## src/sv/rws_pkg.sv

```systemverilog
// ----------------------------------------------------------------------------
// rws_pkg: shared types and codes of the roulette wheel selector
// Holds the command and status codes, the per-cell entry record and the
// control bundle that the top level drives into every cell of the chain.
// ----------------------------------------------------------------------------
`default_nettype none

package rws_pkg;

  // Widths fixed by the item fields
  localparam int HandleW = 32;
  localparam int WeightW = 24;
  localparam int FitW    = 16;
  localparam int FracW   = 17;
  localparam int CntOutW = 9;

  // Fraction value that stands for 1.0
  localparam logic [FracW-1:0] FracOne = 17'h10000;

  // Command codes
  localparam logic [1:0] CMD_ADD    = 2'd0;
  localparam logic [1:0] CMD_PICK   = 2'd1;
  localparam logic [1:0] CMD_REMOVE = 2'd2;

  // Status codes
  localparam logic [1:0] ST_OK    = 2'd0;
  localparam logic [1:0] ST_EMPTY = 2'd1;
  localparam logic [1:0] ST_FULL  = 2'd2;

  // One table entry: handle and half-open weight interval
  typedef struct packed {
    logic [HandleW-1:0] handle;
    logic [WeightW-1:0] istart;
    logic [WeightW-1:0] iend;
  } entry_t;

  // Control bundle broadcast to every cell
  typedef struct packed {
    logic               cap_hit;  // capture the interval compare
    logic               cap_sel;  // capture the selection and shift flags
    logic               shift;    // close the gap left by a removal
    logic [WeightW-1:0] point;    // scaled pick point
    logic [WeightW-1:0] rm;       // weight of the removed entry
    entry_t             add_data; // entry written by an add
  } cell_ctrl_t;

endpackage

`default_nettype wire

```

## src/sv/rws_cell.sv

```systemverilog
// ----------------------------------------------------------------------------
// rws_cell: one entry cell of the selection chain
// Holds one entry, compares its interval end with the pick point, works out
// from its neighbour whether it is the picked entry, and on a removal takes
// over the entry of the next cell with its bounds lowered.
// ----------------------------------------------------------------------------
`default_nettype none

module rws_cell
  import rws_pkg::*;
(
  input  wire logic       clk,
  input  wire logic       rst,
  input  wire cell_ctrl_t ctrl,
  input  wire logic       wr_here,   // an add writes this cell
  input  wire logic       valid,     // this cell holds a live entry
  input  wire logic       valid_nxt, // the next cell holds a live entry
  input  wire logic       prev_hit,  // registered hit of the previous cell
  input  wire entry_t     nxt,       // entry of the next cell
  output logic            hit,
  output entry_t          data,
  output entry_t          msk        // own entry when selected, else zero
);

  logic sel;
  logic shf;
  logic last;

  assign last = valid && !valid_nxt;

  // Control flags: interval compare, then selection and shift marks
  always_ff @(posedge clk) begin
    if (rst) begin
      hit <= 1'b0;
      sel <= 1'b0;
      shf <= 1'b0;
    end else begin
      if (ctrl.cap_hit) begin
        hit <= valid && (data.iend > ctrl.point);
      end
      if (ctrl.cap_sel) begin
        // First entry whose end lies above the point; the last entry if none
        sel <= valid && ((hit && !prev_hit) || (last && !hit));
        shf <= valid && (hit || last);
      end
    end
  end

  // Entry storage: written by an add, shifted down by a removal
  always_ff @(posedge clk) begin
    if (wr_here) begin
      data <= ctrl.add_data;
    end else if (ctrl.shift && shf) begin
      data.handle <= nxt.handle;
      data.istart <= nxt.istart - ctrl.rm;
      data.iend   <= nxt.iend - ctrl.rm;
    end
  end

  assign msk = sel ? data : '0;

endmodule

`default_nettype wire

```

## config.mk

```make
export PLATFORM = sky130hd
export DESIGN_NAME = rws_cell
export DESIGN_NICKNAME = d
export VERILOG_FILES = /design/src/sv/rws_pkg.sv /design/src/sv/rws_cell.sv
export SDC_FILE = /design/constraint.sdc
export NUM_CORES = 1
export LEC_CHECK = 0
export BUFFER_PORTS_ARGS = -buffer_cell sky130_fd_sc_hd__buf_4
export CAP_MARGIN = 20
export CORE_AREA = 2 2 147 149
export CTS_BUF_LIST = sky130_fd_sc_hd__clkbuf_16
export CTS_CLUSTER_DIAMETER = 60
export DETAILED_ROUTE_END_ITERATION = 16
export DIE_AREA = 0 0 149 151
export PLACE_DENSITY = 0.62
export SYNTH_ARGS = -nofsm -noshare
export SYNTH_HDL_FRONTEND = slang
export SYNTH_SLANG_ARGS = --single-unit
```

## constraint.sdc

```tcl
create_clock -name clk -period 7.33 [get_ports clk]
set_input_delay 0.3665 -clock clk [delete_from_list [all_inputs] [get_ports clk]]
set_output_delay 0.3665 -clock clk [all_outputs]
set_load 0.01 [all_outputs]
```

== Word level (Yosys, flattened, before mapping) ==
Index checks and enable logic that the tools add are counted.
Storage, ports and cells
  register bits after elaboration: 83
  latch bits: 0
  bits in writable memories: 0
  ROM bits: 0
  input port bits: 217
  output and inout bits: 161
  memories: 0
Cells by class
  $add $sub $neg: 2
  multiply operators: 0
  div/mod/pow operators: 0
  magnitude comparators: 1
  eq/ne operators: 0
  shift-type cells: 0
  muxes and demuxes: 3
  bitwise operators: 0
  reductions and logical operators: 13
Operators with widths (number)
  $mux 80: 3
  $sub 24x24->24: 2
  $gt 24x24->1: 1
  $logic_and 1x1->1: 7
  $logic_not 1->1: 3
  $logic_or 1x1->1: 2
  $reduce_bool 2->1: 1

== Longest topological paths before layout ==
  depth in word-level cells: 5
  depth in mapped cells: 10

== Worst setup path after synthesis ==
OpenSTA, ideal clock, no wires.
  kind: input to register
  from: input wr_here
  to: register data[0] (netlist bit), enable pin
  arrival: 2226 ps
  setup slack: 4312 ps
  stages on the path: 4
  buffers on the path: 2
  cells stage by stage: clkbuf_1 inv_1 clkbuf_1 nand2_1
Between the ends
  word-level cells in the longest chain between the ends: 1
RTL lines
  start, declared: line rws_cell.sv:15  | input wire logic wr_here,
  $reduce_bool 2->1 (no line)
  end signal, assigned: line rws_cell.sv:52  | data <= ctrl.add_data;
  end, declared: line rws_cell.sv:21  | output entry_t data,
No other way between the ends.
A chain may end at the register's enable or synchronous reset.

== Worst setup path after layout ==
  from: input ctrl[80] (netlist bit)
  to: register data[44] (netlist bit), data pin
Between the ends
  word-level cells in the longest chain between the ends: 3
RTL lines
  start, declared: line rws_cell.sv:14  | input wire cell_ctrl_t ctrl,
  $sub 24x24->24: line rws_cell.sv:55  | data.istart <= nxt.istart - ctrl.rm;
  $mux 80: line rws_cell.sv:53  | end else if (ctrl.shift && shf) begin
  $mux 80: line rws_cell.sv:51  | if (wr_here) begin
No other way between the ends. The select of a mux whose other input is x is not followed.

==> impl_metrics.csv <==
group,metric,value,unit
power,power_density,160.0,mW/mm^2
die,std_cell_rows,53,
place,routabilityCongestion,0.9005,
critical_path,crit_fanout,4,
synthesis,ys_async_sr_fraction,0,%
layout,diodes,0,
layout,final_area,0.01068,sq mm
power,ir_drop,86.64,uV
grt,grt_pass1_wl,38.27,mm
grt,grt-ovfl-total,0,
grt,antenna_found_initial,0,
grt,grt_max_degree,82,
routing,wire_per_inst,18.23,um
die,dieArea,0.02250,sq mm
critical_path,r2r-end,"hit",
synthesis,postSynthAreaPerCell,9.128,sq um
critical_path,crit_path_start_kind,"input port",
routing,dr.pass1.iters,5,
sta,period_share,33.68,%
critical_path,ff2ff_setup_slack,5.42,ns
layout,fin_util,51.31,%
routing,vias,7203,
layout,layout-drive-gt1-share,38.93,%
clocking,cts_tree,"done",
synthesis,ys_types,65,
clocking,clk_pin_slew,0.07,ns
power,p_leak,5.197,nW
place,port_buffers,377,
layout,final_common_cell,"buf_4",
sta,finalHoldViolations,0,
clocking,cts_hold_buf,0,
sta,fmax,405.0,MHz
die,start_util,34.76,%
die,die_w,149,um
critical_path,worst-setup-path-type,"in -> reg",
synthesis,syn_area,0.007238,sq mm
layout,stdcell_count,1431,
critical_path,cp.required,7.47,ns
layout,multi_input_area,0.004412,sq mm
routing,final_antenna_net_count,0,
sta,rsz0062_at_grt,"no",
die,coreArea,0.02082,sq mm
place,hpwl,21.22,mm
critical_path,ff2ff_path_depth,8,
layout,seqCellArea,0.002464,sq mm
place,placedCellCount,1413,
outcome,status,"finished, final reports clean",
synthesis,yosys_register_bits,83,
sta,min_period,2.469,ns
grt,first_global_vias,6777,
layout,areaGrowthSynthToFinish,47.61,%
layout,n_fill_cell,1992,
sta,setup_viol,0,
layout,nNetsFinal,1440,
routing,drt_wl_total,26.09,mm
power,power,1.709,mW
synthesis,synth_warnings,0,
sta,slew_headroom,45.52,%
clocking,clkSinkCount,83,
synthesis,synth_fp_nets,1082,
synthesis,syn_inst,793,
routing,drtIter0Drc,496,
clocking,cts_inserted_buffers,9,
clocking,clockBufferDepth,2,
routing,drc,0,
synthesis,ys_seq_area_share,34.02,%
synthesis,synth-edff-count,80,
grt,track_usage,22.24,%
place,place_area,0.01030,sq mm
sta,fin_setup_tns,0,ns
critical_path,reg2reg_from,"data[1]",
critical_path,timing.critical_path.arrival,2.61,ns
die,io_pins,378,
worst_hold_path,holdCritStartpoint,"rst",
critical_path,cp-end-kind,"flop",
sta,slew_viol_final,0,
sta,skew,0.009624,ns
routing,vias_per_cell,5.034,
clocking,clockRootBuffer,"clkbuf_16",
worst_hold_path,holdPathStages,2,
layout,final_cell_mix,"buf_4, and2_1, edfxtp_1",
clocking,post_cts_resized,0,
die,die_h,151,um
sta,worstMarginPinSlew,0.8172,ns
clocking,post_cts_buffers,0,
worst_hold_path,hold_path_end,"sel",
synthesis,synthFlopType,"edfxtp_1",
clocking,cts-htree-levels,3,
job,maxCapViolations,0,
clocking,worstSkewPairLatency,0.36,ns
worst_hold_path,hold_class,"in -> reg",
[layout make-up]
class	instances	area share [%]
multi-input combinational	612	41.29
timing repair buffer	381	27.08
sequential	83	23.06
tap	275	3.221
inverter	64	2.249
clock buffer	9	2.108
clock inverter	7	0.9954
[how the worst max path moves through the flow]
stage | from | to | slack, ns
5_1_grt | ctrl[80] | data[44] | 4.69
6_report | ctrl[80] | data[44] | 4.86
3_5_place_dp | ctrl[80] | data[44] | 4.52
4_1_cts | ctrl[80] | data[44] | 4.87
2_1_floorplan | wr_here | data[0] | 4.31
3_3_place_gp | ctrl[80] | data[44] | 4.64
[where the power goes]
part	internal [mW]	switching, mW
Combinational	0.291	0.286
Sequential	0.579	0.0340
Clock	0.306	0.214
Total	1.18	0.534
[cell usage after synthesis (all sizes together), types with 3 or more instances]
cell type | count | share of area [%]
nor2 | 37 | 1.9
edfxtp | 80 | 33
ha | 70 | 12
xnor2 | 17 | 2.1
a21o | 42 | 4.4
o31a | 3 | 0.36
a211o | 3 | 0.36
a311oi | 4 | 0.57
o21a | 11 | 1.1
xor2 | 14 | 1.7
o31ai | 13 | 1.4
nor2b | 4 | 0.35
a21oi | 48 | 3.4
and4 | 3 | 0.36
nand2 | 62 | 3.2
and2 | 87 | 7.5
and3 | 3 | 0.28
nand3 | 16 | 1.1
nor4 | 3 | 0.26
mux2 | 37 | 5.8
clkbuf | 29 | 1.5
o21ai | 53 | 3.7
a211oi | 4 | 0.48
o21bai | 3 | 0.31
buf | 5 | 0.29
o2111ai | 4 | 0.57
inv | 64 | 3.3
o211ai | 7 | 0.73
a31oi | 10 | 0.86
dfxtp | 3 | 0.83
nand4 | 11 | 0.95
nor3 | 11 | 0.83
nand2b | 9 | 0.78
[critical path, cell delays in order]
cell	delay (ns)
buf_4	0.12
ha_1	0.22
fa_1	0.41
nor2b_1	0.16
o211ai_1	0.12
a21boi_2	0.25
o211ai_1	0.23
a31oi_1	0.33
a21oi_1	0.10
o311ai_0	0.30
[layer usage]
| metal | routed length (um) | global-route usage, % | vias to the layer above |
|---|---|---|---|
| met5 | 0 | 0 | - |
| met4 | 665 | 7.429 | 0 |
| met3 | 1854 | 4.669 | 38 |
| met2 | 12370 | 36.04 | 287 |
| met1 | 11200 | 29.64 | 3282 |
| li1 | - | - | 3596 |
[metrics by stage]
step	setup WS, ns	hold slack (ns)
3_3_place_gp	4.640	0.4580
2_1_floorplan	4.312	0.4356
5_1_grt	4.695	0.1951
3_5_place_dp	4.517	0.4607
6_report	4.861	0.1990
4_1_cts	4.869	0.1809
[cells by family after synthesis]
kind of cell             synth area share, %
XOR/XNOR                               3.751
AO/OA/AOI/OAI                          20.43
AND/OR/NAND/NOR                        18.12
adder cells (fa/ha/maj)                12.65
buffers and inverters                  5.134
multiplexers                           5.895
flip-flops                             34.02
[state kept, by name, indices dropped and copies added (netlist names)]
name,flops
shf,1
hit,1
sel,1
data,80
(Power assumes the default switching activity.)
